--- src/design/hsvd_pkg.sv ---
// Shared types and constants for the HSV to RGBW duty converter.
// No dependencies; every other design file refers to this package by scoped names.
package hsvd_pkg;

	// Field widths
	localparam int unsigned CompW = 12;
	localparam int unsigned DutyW = 14;
	localparam int unsigned PctW  = 7;
	localparam int unsigned FracW = 10;
	localparam int unsigned IdxW  = 3;

	// Hue folding and sector constants
	localparam logic [CompW-1:0] HueFold    = 12'd3960;
	localparam logic [CompW-1:0] SectorSize = 12'd660;
	localparam logic [FracW-1:0] SectorDiv  = 10'd659;
	localparam logic [CompW-1:0] FullScale  = 12'd4095;
	localparam logic [21:0]      TermTop    = 22'd2698605;

	// Reciprocal of 659 scaled by 2^31 (rounded up), exact for numerators up to TermTop.
	localparam logic [21:0] Recip659  = 22'd3258701;
	localparam int unsigned Recip659Sh = 31;

	// Reciprocal of 100 scaled by 2^27 (rounded up), exact for products up to 16380 * 100.
	localparam logic [20:0] Recip100  = 21'd1342178;
	localparam int unsigned Recip100Sh = 27;

	localparam logic [PctW-1:0] DutyMax = 7'd100;

	// Configuration register indexes
	typedef enum logic [IdxW-1:0] {
		REG_WIDE       = 3'd0,
		REG_DUTY_RED   = 3'd1,
		REG_DUTY_GREEN = 3'd2,
		REG_DUTY_BLUE  = 3'd3,
		REG_DUTY_WHITE = 3'd4
	} hsvd_reg_t;

	// Sixty-degree hue sectors
	typedef enum logic [2:0] {
		SEC_R_TO_Y = 3'd0,
		SEC_Y_TO_G = 3'd1,
		SEC_G_TO_C = 3'd2,
		SEC_C_TO_B = 3'd3,
		SEC_B_TO_M = 3'd4,
		SEC_M_TO_R = 3'd5
	} hsvd_sector_t;

	// Input transaction
	typedef struct packed {
		logic [CompW-1:0] hue;
		logic [CompW-1:0] saturation;
		logic [CompW-1:0] brightness;
	} hsvd_in_t;

	// Result transaction
	typedef struct packed {
		logic [DutyW-1:0] red_duty;
		logic [DutyW-1:0] green_duty;
		logic [DutyW-1:0] blue_duty;
		logic [DutyW-1:0] white_duty;
	} hsvd_out_t;

	// Position of a color inside its hue sector, handed from the sector stage on
	typedef struct packed {
		hsvd_sector_t     sector;
		logic [FracW-1:0] frac;
		logic [CompW-1:0] sat;
		logic [CompW-1:0] val;
	} hsvd_pos_t;

	// Unscaled channel levels
	typedef struct packed {
		logic [CompW-1:0] red;
		logic [CompW-1:0] green;
		logic [CompW-1:0] blue;
		logic [CompW-1:0] white;
	} hsvd_chan_t;

endpackage

--- src/design/hsvd_duty.sv ---
// Stages 7 and 8 of the converter for one channel: range mode and percentage scaling.
// Depends on hsvd_pkg; instantiated once per channel by the top level.
module hsvd_duty (
	input  logic                       clk,
	input  logic [hsvd_pkg::CompW-1:0] level_s6,
	input  logic                       wide,
	input  logic [hsvd_pkg::PctW-1:0]  pct,
	output logic [hsvd_pkg::DutyW-1:0] duty_s8
);

	localparam int unsigned ProdW = hsvd_pkg::DutyW + hsvd_pkg::PctW;

	logic [hsvd_pkg::DutyW-1:0] level_w;
	logic [ProdW-1:0]           x_s7;
	logic [2*ProdW-1:0]         prod;

	// Wide mode counts to four times the level.
	always_comb begin
		if (wide) begin
			level_w = {level_s6, 2'b00};
		end else begin
			level_w = {2'b00, level_s6};
		end
	end

	// Divide by one hundred through the scaled reciprocal.
	assign prod = (2*ProdW)'(x_s7) * (2*ProdW)'(hsvd_pkg::Recip100);

	// Percentage product, then the truncated quotient.
	always_ff @(posedge clk) begin
		x_s7    <= ProdW'(level_w) * ProdW'(pct);
		duty_s8 <= prod[hsvd_pkg::Recip100Sh +: hsvd_pkg::DutyW];
	end

endmodule

--- config.mk ---
export PLATFORM = sky130hd
export DESIGN_NAME = hsvd_duty
export DESIGN_NICKNAME = d
export VERILOG_FILES = /design/src/design/hsvd_pkg.sv /design/src/design/hsvd_duty.sv
export SDC_FILE = /design/constraint.sdc
export NUM_CORES = 1
export LEC_CHECK = 0
export BUFFER_PORTS_ARGS = -buffer_cell sky130_fd_sc_hd__clkbuf_2
export CORE_ASPECT_RATIO = 1.5
export CORE_MARGIN = 2
export CORE_UTILIZATION = 45
export DETAILED_ROUTE_END_ITERATION = 6
export GPL_ROUTABILITY_DRIVEN = 0
export PLACE_DENSITY = 0.73
export SLEW_MARGIN = 20
export SYNTH_ARGS = -nofsm -noshare
export SYNTH_HDL_FRONTEND = slang
export SYNTH_SLANG_ARGS = --single-unit
--- constraint.sdc ---
create_clock -name clk -period 5.94 [get_ports clk]
set_clock_uncertainty 0.2 [all_clocks]
set_input_delay 0.297 -clock clk [delete_from_list [all_inputs] [get_ports clk]]
set_output_delay 0.297 -clock clk [all_outputs]
set_load 0.05 [all_outputs]
# [Yosys cells after proc, flatten, opt, wreduce, memory -nomap -nowiden]
# Cells that the tools add are included.
[word_totals] input_bits=21 elab_cells=5 reg_bits=35 out_inout_bits=14
[classes] multipliers=2 muxes=1
[op_table] cell="$mul A21 B20 Y40 const B" count=1
[op_table] cell="$mul A14 B7 Y21" count=1
[op_table] cell="$mux W14" count=1

# [Logic depth before layout (Yosys ltp)]
# Gate-level depths: netlist of the first run.
[depth] ltp_word=2 depth_mapped=22 ltp_nobuf=22

# [Least setup slack after synthesis of the first run]
# Ideal clock, no wire load.
[synth_path] path_type="register to register" from="register x_s7[11]" to="register duty_s8[12] (netlist name)" slack_ps=213 arrival_ps=5404 required_ps=5617 synth_period_minus_slack_ps=5727 path_stages_with_launch=20 path_cell_list="dfxtp_1 > ha_1 > inv_1 > fa_1 > fa_1 > inv_1 > fa_1 > fa_1 > fa_1 > inv_1 > fa_1 > inv_1 > ha_1 > a21o_1 > and4bb_2 > a31o_1 > a21boi_2 > a31oi_1 > o21bai_1 > xor2_1"
[synth_between] elab_chain_cells=1
[synth_lines] item="start: declaration" line_no="hsvd_duty.sv:14" rtl="logic [ProdW-1:0] x_s7;"
[synth_lines] item="start signal: assignment" line_no="hsvd_duty.sv:31" rtl="x_s7 <= ProdW'(level_w) * ProdW'(pct);"
[synth_lines] item="$mul A21 B20 Y40" line_no="hsvd_duty.sv:27" rtl="assign prod = (2*ProdW)'(x_s7) * (2*ProdW)'(hsvd_pkg::Recip100);"
[synth_lines] item="net prod[39]" line_no="hsvd_duty.sv:15" rtl="logic [2*ProdW-1:0] prod;"
[synth_lines] item="end signal: assignment" line_no="hsvd_duty.sv:32" rtl="duty_s8 <= prod[hsvd_pkg::Recip100Sh +: hsvd_pkg::DutyW];"
[synth_lines] item="end: declaration" line_no="hsvd_duty.sv:8" rtl="output logic [hsvd_pkg::DutyW-1:0] duty_s8"
# The timed path passes the listed nets, and every way through them passes these cells.

# [Final worst setup path of the first run]
[layout_path] from="register x_s7[6]" to="register duty_s8[12] (netlist name)"
# The elaborated chain is that of the path after synthesis.

==> results of run 1 <==
## Yosys cell counts (15+ instances only)
| master | n |
|---|---|
| a21o_1 | 22 |
| and2_1 | 34 |
| a21oi_1 | 43 |
| dfxtp_1 | 35 |
| nand3_1 | 17 |
| nand2_1 | 66 |
| o21ai_0 | 21 |
| inv_1 | 361 |
| ha_1 | 263 |
| fa_1 | 211 |
| nor2_1 | 23 |
| and3_1 | 15 |
| xnor2_1 | 26 |
## state kept, by name, summed over array words and instances, names as in the netlist
register / flops
duty_s8: 14
x_s7: 21
## repair_timing
item                                    CTS  global route
pin swaps                                 7            30
gates resized for setup                  12            53
endpoints found under the setup margin    4            10
hold endpoints to repair                  0             0
hold buffers                              0             0
buffers inserted                          2             5
## worst min-delay path by stage
| stage | start | slack, ns | end | cells past startpoint |
|---|---|---|---|---|
| CTS | pct[0] | 0.23 | x_s7[0]$_DFF_P_ | 2 |
| detailed placement | pct[0] | 0.53 | x_s7[0]$_DFF_P_ | 2 |
| global placement | pct[0] | 0.52 | x_s7[0]$_DFF_P_ | 2 |
| finish | pct[0] | 0.23 | x_s7[0]$_DFF_P_ | 2 |
| floorplan | pct[0] | 0.22 | x_s7[0]$_DFF_P_ | 1 |
| global route | pct[0] | 0.26 | x_s7[0]$_DFF_P_ | 2 |
## layout make-up
type,instances,area (sq um)
Clock buffer,6,129
Clock inverter,2,60.1
Fill cell,2269,12700
Inverter,361,1360
Multi-Input combinational cell,816,9790
Sequential cell,35,733
Tap cell,333,417
Timing Repair Buffer,72,499
## metal layers
| metal | track usage (%) | part of all wire, % |
|---|---|---|
| met3 | 1.01 | 1.7 |
| met2 | 38.3 | 58 |
| met4 | 8.52 | 4.7 |
| met1 | 21.8 | 36 |
| met5 | 0 | 0 |
## per-stage QoR
| stage | cells | area (sq um) | utilization (%) | hold WS, ns |
|---|---|---|---|---|
| 2_1_floorplan | 1222 | 11700 | - | 0.219 |
| 4_1_cts | 1620 | 12700 | 49.6 | 0.230 |
| 3_5_place_dp | 1610 | 12500 | 48.7 | 0.531 |
| 5_1_grt | 1625 | 13000 | 50.6 | 0.258 |
| 3_3_place_gp | 1610 | 12500 | 48.7 | 0.520 |
| 6_report | 1625 | 13000 | 50.6 | 0.226 |
## cell families (layout without fill, tap and decap cells)
family	after synthesis	count (layout)	share of synthesized area [%]
adders and majority gates	474	474	64.3
buffers and inverters	371	441	11.9
and+or+nand+nor	181	181	7.73
AOI/OAI and AO/OA	119	119	6.71
DFF	35	35	5.99
xor gates and xnor gates	32	32	2.40
muxes	10	10	0.963
## worst max-delay path, cell delays in order (launching register included)
cell      delay, ns
dfxtp_2        0.33
buf_6          0.14
fa_1           0.54
ha_2           0.19
inv_1          0.06
fa_1           0.50
inv_2          0.05
fa_1           0.56
fa_1           0.43
fa_1           0.57
inv_1          0.08
fa_1           0.48
inv_1          0.06
ha_4           0.27
nand2_1        0.05
nor3_2         0.20
o211ai_1       0.13
a31o_4         0.25
a21boi_4       0.22
a31oi_4        0.12
o21bai_1       0.18
xor2_1         0.15
## placed cells by master (no fill, tap or decap), drive strengths merged, types with 5 or more instances in the layout
| cell | instances |
|---|---|
| inv | 361 |
| ha | 263 |
| fa | 211 |
| nand2 | 66 |
| a21oi | 46 |
| clkbuf | 40 |
| buf | 38 |
| dfxtp | 35 |
| and2 | 34 |
| xnor2 | 26 |
| nor2 | 23 |
| a21o | 22 |
| o21ai | 21 |
| nand3 | 17 |
| and3 | 15 |
| mux2 | 10 |
| nand4 | 8 |
| nor3 | 8 |
| xor2 | 6 |
| o21a | 5 |
==> metrics.cfg, run 1 <==
[status]
status=finished clean

[finish]
n_antenna_cell=0
area_growth_pct=11.1
final_nets=1786
drive_gt1_share_pct=11.6

[synth]
synth_edf_count=0
ys_types=46
yosys.area.top_type=fa_1
async_flop_share_pct=0
yosysWarnings=0
yosysSeqAreaShare_pct=5.99
syn-num-nets=1717
synthTopCellsByArea=fa_1 (36%), ha_1 (28%), inv_1 (12%), dfxtp_1 (6.0%), nand2_1 (2.1%)
syn_area_per_cell_sq_um=9.57
synthDominantCellAreaShare_pct=36.1
syn-cell-area_sq_um=11700
ys_seq_elements=35
synthCells=1222
synth_flop_cell=dfxtp_1

[route]
drc=0
antenna_left=0
vias=8335
viasPerCell=5.13
wl_per_cell_um=15.9
drt_iter0_drc=356
drtPass1Iterations=5
finalWirelength_mm=25.9

[sta]
worst_slack_ns=0.110
fmax_mhz=172
min_period_over_period_pct=98.1
rsz0062_at_grt=yes
slew_viol_final=0
fin_setup_tns_ns=0
finalSetupViolations=0
min_period_ns=5.83
slew_headroom_pct=66.2
worst_slew_pin_slew_ns=0.506
hold_viol=0

[run]
drv_cap=0

[cts]
path_clk_slew_ns=0.06
cts_root_buf=clkbuf_16
tritoncts=built
clock_sinks=35
htreeDepth=2
clkLatencyLatePin_ns=0.29
cts_buffers=5
clock_path_buffers=2

[setup_path]
cp.arrival_ns=5.85
endpoint=duty_s8[12]$_DFF_P_
worstPathRequired_ns=5.96
crit_path_max_fanout=6
r2r_end=duty_s8[12]$_DFF_P_
endpoint_kind=register
timing.critical_path.from=x_s7[6]$_DFF_P_
reg2reg_from=x_s7[6]$_DFF_P_
rrSetupSlack_ns=0.11
worstSetupPathType=reg -> reg
rr_worst_depth=21
start_kind=register

[global_route]
grt_pass1_wl_mm=42.9
first_global_vias=9090
grt_overflow=0
antenna_found_initial=0
grt_max_degree=19
grt_usage_pct=19.7

[die]
start_util_pct=45.5
coreArea_sq_um=25700
boundaryPins=35
die_h_um=201
row_count=72
die-width_um=136
die_area_sq_um=27300

[hold_path]
hold_class=in -> reg

[placement]
portBuffers=34
dp.final_hpwl_mm=22.6
dpl_worst_slack_ns=-0.0612

Power of run 1 is left out: the tool's default activity adds up to more than one toggle a clock period on the data nets, which glitch-free logic cannot reach.
==> inputs of run 2 (changes only) <==
PLACE_DENSITY = 0.71   (was 0.73)
clock period = 5.9 ns   (was 5.94 ns; I/O delays follow)
==> metrics.cfg, run 2 (synthesis gave the netlist of run 1 again) <==
[status]
status=finished clean

[cts]
cts_buffers=5  ; unchanged
htreeDepth=2  ; unchanged
clock_path_buffers=2  ; unchanged
cts_hold_buf=0  ; unchanged
tritoncts=built
path_clk_slew_ns=0.06  ; about the same
clock_sinks=35  ; unchanged
clkLatencyLatePin_ns=0.29  ; about the same
cts_root_buf=clkbuf_16

[global_route]
grt_pass1_wl_mm=42.4  ; -1.3%
antenna_found_initial=0  ; unchanged
first_global_vias=9166  ; +0.84%
grt_overflow=0  ; unchanged
grt_usage_pct=19.5  ; -0.22 points
grt_max_degree=19  ; unchanged

[sta]
hold_viol=0  ; unchanged
slew_headroom_pct=66.1  ; about the same
fin_setup_tns_ns=0  ; unchanged
worst_slack_ns=0.124  ; +0.0133 ns
fmax_mhz=173  ; +0.92%
rsz0062_at_grt=yes
slew_viol_final=0  ; unchanged
finalSetupViolations=0  ; unchanged
worst_slew_pin_slew_ns=0.507  ; +0.000987 ns
hold_ws_ns=0.209  ; -0.0171 ns
min_period_ns=5.78  ; -0.0533 ns
min_period_over_period_pct=97.9  ; -0.24 points

[setup_path]
cp.arrival_ns=5.80  ; -0.05 ns
cpLargestDelayFamily=adder cells
endpoint_kind=register
rrSetupSlack_ns=0.12  ; about the same
r2r_end=duty_s8[12]$_DFF_P_
start_kind=register
worstSetupPathType=reg -> reg
slowest_delay_ns=0.54  ; -0.03 ns
reg2reg_from=x_s7[5]$_DFF_P_
rr_worst_depth=22  ; +4.8%
crit_buf_inv=6  ; +1
worstPathRequired_ns=5.93  ; -0.03 ns
crit_path_max_fanout=4  ; -2
cp_cell_sequence=inv_1, fa_1, inv_1, ha_1, inv_1, fa_1, inv_1, fa_1, fa_1, fa_1, inv_1, fa_1, inv_1, ha_4, nand2_1, nor2_1, and4bb_2, a31o_1, a21boi_4, a31oi_4, o21bai_1, xor2_1
cpMaxStageDelayCell=fa_1

[hold_path]
worstHoldStart=pct[0]
hold_class=in -> reg
hold_end=x_s7[0]$_DFF_P_
hold_depth=2  ; unchanged

[route]
antenna_left=0  ; unchanged
viasPerCell=5.16  ; +0.68%
drtPass1Iterations=5  ; unchanged
finalWirelength_mm=25.7  ; -0.54%
vias=8392  ; +0.68%
wl_per_cell_um=15.8  ; -0.54%
drt_iter0_drc=319  ; -10%
drc=0  ; unchanged

[finish]
final_cell_mix=inv_1 (355), ha_1 (246), fa_1 (203)
largest_reg_flops=21  ; unchanged
drive_gt1_share_pct=11.8  ; +0.15 points
utilization_pct=50.5  ; about the same
fill_cells=2310  ; +1.8%
area_growth_pct=11.0  ; about the same
final_nets=1786  ; unchanged
n_antenna_cell=0  ; unchanged
top_register=x_s7
final_common_cell=inv_1
top_regs=x_s7: 21 flops, duty_s8: 14 flops

[die]
row_count=72  ; unchanged
die_h_um=201  ; unchanged
start_util_pct=45.5  ; unchanged
die_area_sq_um=27300  ; unchanged
die-width_um=136  ; unchanged
boundaryPins=35  ; unchanged
coreArea_sq_um=25700  ; unchanged

[placement]
dpl_worst_slack_ns=-0.0153  ; +0.0459 ns
portBuffers=34  ; unchanged
dp.final_hpwl_mm=22.6  ; about the same

[run]
drv_cap=0  ; unchanged

## run 2: changes by cell type in the layout (fill, tap and decap cells not counted), sizes merged
cell      change
bufinv        -2
clkinvlp      +2
clkinv        +1
clkbuf        -1
## run 2: stage by stage
stage	std cells	cell area (sq um)
2_1_floorplan	1222	11700
3_3_place_gp	1616	12500
3_5_place_dp	1616	12500
4_1_cts	1624	12700
5_1_grt	1625	13000
6_report	1625	13000
## run 2: cell type report
type                    count  area [sq um]  area share [%]
clock buffers               5           125           0.964
clock inverters             3          20.0           0.154
inverters                 361          1360            10.4
multi-input cells         816          9840            75.8
flip-flops and latches     35           723            5.57
well taps                 333           417            3.21
repair buffers             72           495            3.82
## run 2: how the worst max path moves through the flow
stage / from / endpoint / slack [ns] / cells past startpoint
after floorplan: x_s7[11]$_DFF_P_ / duty_s8[12]$_DFF_P_ / 0.17 / 19
after global placement: x_s7[12]$_DFF_P_ / duty_s8[12]$_DFF_P_ / 0.09 / 20
after detailed placement: x_s7[10]$_DFF_P_ / duty_s8[12]$_DFF_P_ / -0.02 / 21
after CTS: x_s7[10]$_DFF_P_ / duty_s8[12]$_DFF_P_ / 0.01 / 21
after global routing: x_s7[7]$_DFF_P_ / duty_s8[12]$_DFF_P_ / -0.1 / 21
final: x_s7[5]$_DFF_P_ / duty_s8[12]$_DFF_P_ / 0.12 / 22
## run 2: repair_timing
action,CTS,global route
gates resized for setup,1,60
buffers inserted,0,1
pin swaps,0,22
endpoints found under the setup margin,1,9
## run 2: routing by layer
metal  up-vias  part of all wire [%]  track usage [%]
met5         -                     0                0
met4         0                   4.9             9.23
met3        64                   2.7             1.36
met2       153                    57             36.8
met1      4241                    36             21.9
li1       3934                     -                -
Power of run 2 is left out for the same reason.
