`config.mk`:
```
export PLATFORM = sky130hd
export DESIGN_NAME = hsvd_terms
export DESIGN_NICKNAME = d
export VERILOG_FILES = /design/src/design/hsvd_pkg.sv /design/src/design/hsvd_terms.sv
export SDC_FILE = /design/constraint.sdc
export NUM_CORES = 2
export LEC_CHECK = 0
export BUFFER_PORTS_ARGS = -buffer_cell sky130_fd_sc_hd__buf_2
export CORE_MARGIN = 10
export CORE_UTILIZATION = 55
export CTS_BUF_LIST = sky130_fd_sc_hd__clkbuf_8 sky130_fd_sc_hd__clkbuf_16
export DETAILED_ROUTE_END_ITERATION = 8
export GPL_TIMING_DRIVEN = 0
export PLACE_DENSITY_LB_ADDON = 0.25
export SETUP_SLACK_MARGIN = 0.15
export SLEW_MARGIN = 20
export SYNTH_ARGS = -nofsm -noshare
export SYNTH_HDL_FRONTEND = slang
export SYNTH_SLANG_ARGS = --single-unit
```
`constraint.sdc`:
```
create_clock -name clk -period 7 [get_ports clk]
set_clock_uncertainty 0.15 [all_clocks]
set_input_delay 0.7 -clock clk [delete_from_list [all_inputs] [get_ports clk]]
set_output_delay 0.7 -clock clk [all_outputs]
set_load 0.005 [all_outputs]
```
`src/design/hsvd_pkg.sv`:
```
// Shared types and constants for the HSV to RGBW duty converter.
// No dependencies; every other design file refers to this package by scoped names.
package hsvd_pkg;

	// Field widths
	localparam int unsigned CompW = 12;
	localparam int unsigned DutyW = 14;
	localparam int unsigned PctW  = 7;
	localparam int unsigned FracW = 10;
	localparam int unsigned IdxW  = 3;

	// Hue folding and sector constants
	localparam logic [CompW-1:0] HueFold    = 12'd3960;
	localparam logic [CompW-1:0] SectorSize = 12'd660;
	localparam logic [FracW-1:0] SectorDiv  = 10'd659;
	localparam logic [CompW-1:0] FullScale  = 12'd4095;
	localparam logic [21:0]      TermTop    = 22'd2698605;

	// Reciprocal of 659 scaled by 2^31 (rounded up), exact for numerators up to TermTop.
	localparam logic [21:0] Recip659  = 22'd3258701;
	localparam int unsigned Recip659Sh = 31;

	// Reciprocal of 100 scaled by 2^27 (rounded up), exact for products up to 16380 * 100.
	localparam logic [20:0] Recip100  = 21'd1342178;
	localparam int unsigned Recip100Sh = 27;

	localparam logic [PctW-1:0] DutyMax = 7'd100;

	// Configuration register indexes
	typedef enum logic [IdxW-1:0] {
		REG_WIDE       = 3'd0,
		REG_DUTY_RED   = 3'd1,
		REG_DUTY_GREEN = 3'd2,
		REG_DUTY_BLUE  = 3'd3,
		REG_DUTY_WHITE = 3'd4
	} hsvd_reg_t;

	// Sixty-degree hue sectors
	typedef enum logic [2:0] {
		SEC_R_TO_Y = 3'd0,
		SEC_Y_TO_G = 3'd1,
		SEC_G_TO_C = 3'd2,
		SEC_C_TO_B = 3'd3,
		SEC_B_TO_M = 3'd4,
		SEC_M_TO_R = 3'd5
	} hsvd_sector_t;

	// Input transaction
	typedef struct packed {
		logic [CompW-1:0] hue;
		logic [CompW-1:0] saturation;
		logic [CompW-1:0] brightness;
	} hsvd_in_t;

	// Result transaction
	typedef struct packed {
		logic [DutyW-1:0] red_duty;
		logic [DutyW-1:0] green_duty;
		logic [DutyW-1:0] blue_duty;
		logic [DutyW-1:0] white_duty;
	} hsvd_out_t;

	// Position of a color inside its hue sector, handed from the sector stage on
	typedef struct packed {
		hsvd_sector_t     sector;
		logic [FracW-1:0] frac;
		logic [CompW-1:0] sat;
		logic [CompW-1:0] val;
	} hsvd_pos_t;

	// Unscaled channel levels
	typedef struct packed {
		logic [CompW-1:0] red;
		logic [CompW-1:0] green;
		logic [CompW-1:0] blue;
		logic [CompW-1:0] white;
	} hsvd_chan_t;

endpackage

```
`src/design/hsvd_terms.sv`:
```
// Stages 2 to 6 of the converter: forms the p, q and t terms and maps them to channels.
// Depends on hsvd_pkg; fed by hsvd_sector.
module hsvd_terms (
	input  logic                 clk,
	input  logic                 arst_n,
	input  logic                 valid_s1,
	input  hsvd_pkg::hsvd_pos_t  pos_s1,
	output logic                 valid_s6,
	output hsvd_pkg::hsvd_chan_t chan_s6
);

	// Stage 2: products
	logic                       valid_s2;
	logic [21:0]                sf_s2;
	logic [21:0]                sg_s2;
	logic [23:0]                pv_s2;
	logic [hsvd_pkg::CompW-1:0] val_s2;
	hsvd_pkg::hsvd_sector_t     sector_s2;

	// Stage 3: dividends
	logic                       valid_s3;
	logic [21:0]                nq_s3;
	logic [21:0]                nt_s3;
	logic [hsvd_pkg::CompW-1:0] p_s3;
	logic [hsvd_pkg::CompW-1:0] val_s3;
	hsvd_pkg::hsvd_sector_t     sector_s3;

	// Stage 4: quotients by 659
	logic                       valid_s4;
	logic [hsvd_pkg::CompW-1:0] dq_s4;
	logic [hsvd_pkg::CompW-1:0] dt_s4;
	logic [hsvd_pkg::CompW-1:0] p_s4;
	logic [hsvd_pkg::CompW-1:0] val_s4;
	hsvd_pkg::hsvd_sector_t     sector_s4;

	// Stage 5: terms scaled by value
	logic                       valid_s5;
	logic [hsvd_pkg::CompW-1:0] q_s5;
	logic [hsvd_pkg::CompW-1:0] t_s5;
	logic [hsvd_pkg::CompW-1:0] p_s5;
	logic [hsvd_pkg::CompW-1:0] val_s5;
	hsvd_pkg::hsvd_sector_t     sector_s5;

	logic [hsvd_pkg::CompW-1:0] val_s6;

	logic [hsvd_pkg::FracW-1:0] frac_c;
	logic [43:0]                prod_q;
	logic [43:0]                prod_t;
	logic [23:0]                vq;
	logic [23:0]                vt;
	hsvd_pkg::hsvd_chan_t       chan_mux;

	assign frac_c = hsvd_pkg::SectorDiv - pos_s1.frac;
	assign prod_q = 44'(nq_s3) * 44'(hsvd_pkg::Recip659);
	assign prod_t = 44'(nt_s3) * 44'(hsvd_pkg::Recip659);
	assign vq     = 24'(val_s4) * 24'(dq_s4);
	assign vt     = 24'(val_s4) * 24'(dt_s4);

	// Sector mapping of the value, p, q and t terms onto red, green and blue.
	always_comb begin
		chan_mux.red   = val_s5;
		chan_mux.green = val_s5;
		chan_mux.blue  = val_s5;
		chan_mux.white = p_s5;
		case (sector_s5)
			hsvd_pkg::SEC_R_TO_Y: begin
				chan_mux.green = t_s5;
				chan_mux.blue  = p_s5;
			end
			hsvd_pkg::SEC_Y_TO_G: begin
				chan_mux.red  = q_s5;
				chan_mux.blue = p_s5;
			end
			hsvd_pkg::SEC_G_TO_C: begin
				chan_mux.red  = p_s5;
				chan_mux.blue = t_s5;
			end
			hsvd_pkg::SEC_C_TO_B: begin
				chan_mux.red   = p_s5;
				chan_mux.green = q_s5;
			end
			hsvd_pkg::SEC_B_TO_M: begin
				chan_mux.red   = t_s5;
				chan_mux.green = p_s5;
			end
			default: begin
				chan_mux.green = p_s5;
				chan_mux.blue  = q_s5;
			end
		endcase
	end

	// Valid bits travel with the data; the pipeline advances every cycle.
	always_ff @(posedge clk or negedge arst_n) begin
		if (!arst_n) begin
			valid_s2 <= 1'b0;
			valid_s3 <= 1'b0;
			valid_s4 <= 1'b0;
			valid_s5 <= 1'b0;
			valid_s6 <= 1'b0;
		end else begin
			valid_s2 <= valid_s1;
			valid_s3 <= valid_s2;
			valid_s4 <= valid_s3;
			valid_s5 <= valid_s4;
			valid_s6 <= valid_s5;
		end
	end

	// Payload registers of stages 2 to 6.
	always_ff @(posedge clk) begin
		sf_s2     <= 22'(pos_s1.sat) * 22'(pos_s1.frac);
		sg_s2     <= 22'(pos_s1.sat) * 22'(frac_c);
		pv_s2     <= 24'(pos_s1.val) * 24'(hsvd_pkg::FullScale - pos_s1.sat);
		val_s2    <= pos_s1.val;
		sector_s2 <= pos_s1.sector;

		nq_s3     <= hsvd_pkg::TermTop - sf_s2;
		nt_s3     <= hsvd_pkg::TermTop - sg_s2;
		p_s3      <= pv_s2[23:12];
		val_s3    <= val_s2;
		sector_s3 <= sector_s2;

		dq_s4     <= prod_q[hsvd_pkg::Recip659Sh +: hsvd_pkg::CompW];
		dt_s4     <= prod_t[hsvd_pkg::Recip659Sh +: hsvd_pkg::CompW];
		p_s4      <= p_s3;
		val_s4    <= val_s3;
		sector_s4 <= sector_s3;

		q_s5      <= vq[23:12];
		t_s5      <= vt[23:12];
		p_s5      <= p_s4;
		val_s5    <= val_s4;
		sector_s5 <= sector_s4;

		chan_s6   <= chan_mux;
		val_s6    <= val_s5;
	end

	// No channel level may exceed the brightness it was derived from.
	a_chan_le_val: assert property (@(posedge clk) disable iff (!arst_n)
		valid_s6 |-> (chan_s6.red <= val_s6) && (chan_s6.green <= val_s6)
			&& (chan_s6.blue <= val_s6) && (chan_s6.white <= val_s6))
		else $error("channel level above brightness");

	// Every sector drives one color channel at full brightness.
	a_val_present: assert property (@(posedge clk) disable iff (!arst_n)
		valid_s6 |-> (chan_s6.red == val_s6) || (chan_s6.green == val_s6)
			|| (chan_s6.blue == val_s6))
		else $error("no channel carries the brightness");

	// The white level equals one of the color channels in every sector.
	a_white_present: assert property (@(posedge clk) disable iff (!arst_n)
		valid_s6 |-> (chan_s6.white == chan_s6.red) || (chan_s6.white == chan_s6.green)
			|| (chan_s6.white == chan_s6.blue))
		else $error("white level matches no color channel");

endmodule

```
### Yosys cells after proc, flatten, opt, wreduce, memory -nomap -nowiden

Cells that the tools add are included.

* register bits after elaboration: 309
* input bits: 40
* output and inout bits: 49
* logic and storage cells: 52

* add/subtract/negate cells: 4
* $mul: 7
* equal/unequal tests: 4
* mux-type cells: 3
* reduce and logical (&&, ||, !) cells: 5

Operator list (count)
* 12-bit case mux with 3 select lines: 3
* 22-bit by 22-bit multiplier with 43-bit output, second input constant: 2
* 12-bit by 12-bit multiplier with 24-bit output: 2
* 12-bit by 10-bit multiplier with 22-bit output: 2
* 22-bit subtractor, first input constant: 2
* 13-bit by 13-bit multiplier with 24-bit output: 1
* 12-bit by 12-bit subtractor with 13-bit output, first input constant: 1
* 10-bit subtractor, first input constant: 1
* 2-bit OR reduction: 4
* 3-bit by 2-bit equality test with 1-bit output, second input constant: 2
* 3-bit by 1-bit equality test with 1-bit output, second input constant: 1
* 3-bit equality test, second input constant: 1
* 3-bit logical NOT: 1

### Logic depth before layout (Yosys ltp)

* depth in word-level cells: 3
* gate-level depth with buffers: 26
* gate-level depth less buffers: 25

### Least setup slack after synthesis

No wires, ideal clock.

* path type: input port to flip-flop
* from: input pos_s1[26] in the netlist's numbering
* to: register sg_s2[21]
* setup time: 0.072 ns
* arrival time: 5.776 ns
* data required time: 6.778 ns
* slack: 1.002 ns
* stages: 25
* buffers on the path: 1
* cell sequence: inv_1 -> ha_1 -> inv_1 -> a21oi_1 -> nand2b_1 -> nand2_1 -> xor2_1 -> clkbuf_1 -> nand2b_1 -> fa_1 -> fa_1 -> inv_1 -> fa_1 -> fa_1 -> inv_1 -> fa_1 -> inv_1 -> ha_1 -> a21o_1 -> a21oi_1 -> o31ai_1 -> a211oi_1 -> o21ai_0 -> a21oi_1 -> xnor2_1

* word-level cells in the longest chain between the ends: 2

Ends and longest elaborated chain
* start, declared: RTL line hsvd_terms.sv:7 `input hsvd_pkg::hsvd_pos_t pos_s1,`
* 10-bit subtractor: RTL line hsvd_terms.sv:53 `assign frac_c = hsvd_pkg::SectorDiv - pos_s1.frac;`
* 12-bit by 10-bit multiplier with 22-bit output: RTL line hsvd_terms.sv:113 `sg_s2 <= 22'(pos_s1.sat) * 22'(frac_c);`
* end signal, assigned: RTL line hsvd_terms.sv:113
* end, declared: RTL line hsvd_terms.sv:15 `logic [21:0] sg_s2;`

Every way passes these cells.

### Final worst setup path

* from: register nt_s3[8]
* to: register dt_s4[11] in the netlist's numbering

* word-level cells in the longest chain between the ends: 1

Ends and longest elaborated chain
* start, declared: RTL line hsvd_terms.sv:23 `logic [21:0] nt_s3;`
* start signal, assigned: RTL line hsvd_terms.sv:119 `nt_s3 <= hsvd_pkg::TermTop - sg_s2;`
* 22-bit by 22-bit multiplier with 43-bit output: RTL line hsvd_terms.sv:55 `assign prod_t = 44'(nt_s3) * 44'(hsvd_pkg::Recip659);`
* net prod_t[42]: RTL line hsvd_terms.sv:48 `logic [43:0] prod_t;`
* end signal, assigned: RTL line hsvd_terms.sv:125 `dt_s4 <= prod_t[hsvd_pkg::Recip659Sh +: hsvd_pkg::CompW];`
* end, declared: RTL line hsvd_terms.sv:31 `logic [hsvd_pkg::CompW-1:0] dt_s4;`

The timed path passes the listed nets, and every way through them passes these cells.

==> results.yml <==
logic_synthesis:
  synth.most_common_cell: "inv_1"
  synthCells: 4582
  yosysSeqAreaShare_pct: 13.3
  ys.flop_type: "dfxtp_1"
  synth_seq_cells: 297
  syn_area_per_cell_um2: 9.80
  yosys_warnings: 0
  synth.area.top_cells: "fa_1, ha_1, dfxtp_1"
  async_flop_share_pct: 1.68
  synth_area_mm2: 0.0449
  yosysTopAreaCell: "fa_1"
  synth_commonest_cells: "inv_1, fa_1, ha_1"
  ys_types: 71
  synth.top_cell.area_share_pct: 35.9
  synth-edff-count: 0
  syn-num-nets: 6144
worst_hold_path:
  holdPathStages: 1
  hold_class: "in2reg"
  hold_end: "sector_s2[0]"
  hold_path_startpoint: "pos_s1[34]"
global_routing:
  grt_pass1_wl_mm: 174
  grt_max_degree: 16
  top_usage_layer: "met2"
  grt_util_met1_pct: 30.9
  grt_use_met2_pct: 38.1
  antenna_found_initial: 7
  grt_use_total_pct: 23.4
  grt_pass1_vias: 32300
  grt_overflow_total: 0
  grtUsageMet3_pct: 4.98
sta:
  worst_slew_pin_slew_ps: 962
  finalCritPeriodShare_pct: 94.2
  maxSlewViolCount: 0
  finalSetupTns_ps: 0
  final-setup-viol-count: 0
  finalHoldViolCount: 0
  fin_crit_ps: 6600
  fmax_mhz: 152
  slew_headroom_pct: 35.9
  rsz0062_at_grt: "false"
flow_run:
  maxCapViolations: 0
cells_and_area:
  instances_no_fill: 5797
  stdcell_area_mm2: 0.0479
  fin_util_pct: 59.4
  nFillCells: 7002
  nets: 6270
  area_growth_pct: 6.70
  layout-drive-gt1-share_pct: 4.94
clock_tree:
  numCtsBuffers: 34
  cts_root_buf: "clkbuf_16"
  h-tree-depth: 2
  cts_max_path_buffers: 3
  clkSinkCount: 297
  clk_pin_slew_ps: 60
  insertion_delay_ps: 560
  cts_tree: "yes"
drt:
  viasPerCell: 5.22
  drtAntennaViolNets: 0
  detail_route.wl_per_cell_um: 18.5
  vias: 30300
  drc_errors: 0
  drt_iter0_markers: 1621
  drt_pass1_iterations: 5
  finalWirelength_mm: 107
floorplanning:
  start_util_pct: 55.6
  coreArea_mm2: 0.0807
  ioPinCount: 89
  dieArea_mm2: 0.0934
  num_rows: 104
  fp.dieW_um: 306
  dieHeight_um: 306
worst_setup_path:
  critPathRequiredTime_ps: 7340
  crit_fanout: 8
  worst-endpoint-arrival_ps: 6930
  critPathLaunchType: "flop"
  reg2reg_from: "nt_s3[8]"
  worstRegToRegCells: 22
  r2r-end: "dt_s4[11]"
  critPathKind: "reg2reg"
  cp-end-kind: "flop"
  r2r_slack_ps: 400
placement:
  dpl_cell_area_mm2: 0.0466
  placed_cells: 5730
  gp_congestion: 0.924
  dpl.hpwl_mm: 90.5
  port_buffers: 88
status:
  status: "finished, final reports clean"
-- stage by stage --
stage | hold WS [ps] | setup WS, ps
floorplan | 160 | 1000
global placement | 160 | 99.6
detailed placement | 162 | 110
CTS | 52.3 | 185
global route | 63.4 | 173
finish | 86.2 | 404
-- cells in the final DEF (no fill, tap or decap), drive strengths merged, types with 10 or more instances in the layout --
master / instances
a211oi: 14
a21o: 41
a21oi: 126
a221oi: 10
a31oi: 12
and2: 191
and3: 13
buf: 94
clkbuf: 167
dfxtp: 292
fa: 805
ha: 717
inv: 1167
mux2: 17
mux2i: 22
nand2: 301
nand2b: 104
nand3: 20
nand4: 14
nor2: 100
nor2b: 114
nor3: 25
o21a: 19
o21ai: 67
o21bai: 11
o31ai: 11
or2: 12
or3: 10
xnor2: 111
xor2: 42
-- repair_timing --
| item | 4_1_cts | 5_1_grt |
|---|---|---|
| buffers inserted | 0 | 1 |
| hold endpoints to repair | 5 | 0 |
| hold buffers | 1 | 0 |
| setup endpoints to repair | 0 | 19 |
| gates resized for setup | 0 | 26 |
-- critical path, cell delays in order, from the launching register on --
cell	delay [ps]
dfxtp_2	500
ha_1	320
inv_1	120
fa_1	450
fa_1	520
inv_1	50
fa_1	600
fa_1	450
fa_1	500
inv_1	50
fa_1	470
inv_1	40
ha_1	270
and4_1	230
clkbuf_1	180
nand3_1	110
a21oi_1	100
o311a_1	410
a211oi_2	350
nand2_1	120
a31o_2	270
a21oi_2	140
xnor2_1	110
-- sequential cells by signal, summed over array words and instances, names as in the netlist, 22 cells and up --
name,count
chan_s6,48
nq_s3,22
nt_s3,22
sf_s2,22
sg_s2,22
-- area by class of cell --
cell class	instances	area (um2)	share of cell area, %
antenna	4	10.0	0.0209
buffer	135	508	1.06
multi-input combinational	2995	34100	71.2
clock buffer	37	903	1.89
clock inverter	24	259	0.541
inverter	1155	4340	9.05
tap	1060	1330	2.77
sequential	297	6000	12.5
timing repair buffer	90	458	0.956
-- worst max path at each step --
stage,start,end,slack [ps],depth (start not counted)
after global routing,nq_s3[17],dq_s4[7],170,22
final,nt_s3[8],dt_s4[11],400,22
after global placement,pos_s1[27],sg_s2[21],100,26
after floorplan,pos_s1[26],sg_s2[21],1000,25
after CTS,nq_s3[5],dq_s4[7],190,21
after detailed placement,pos_s1[27],sg_s2[21],110,26
-- metal layers --
layer	wire [um]	vias up
met2	49000	918
met4	3690	4
met5	27	-
li1	-	14200
met1	46500	15000
met3	8080	189
-- cells by family after synthesis --
group           synth area share, %
fa+ha+maj                      55.9
mux                            1.27
buf+inv                        10.8
simple gates                   10.5
flops                          13.3
xor+xnor                       2.99
compound gates                 5.22
Power is left out: the tool's default activity adds up to more than one toggle a clock period on the data nets, which glitch-free logic cannot reach.
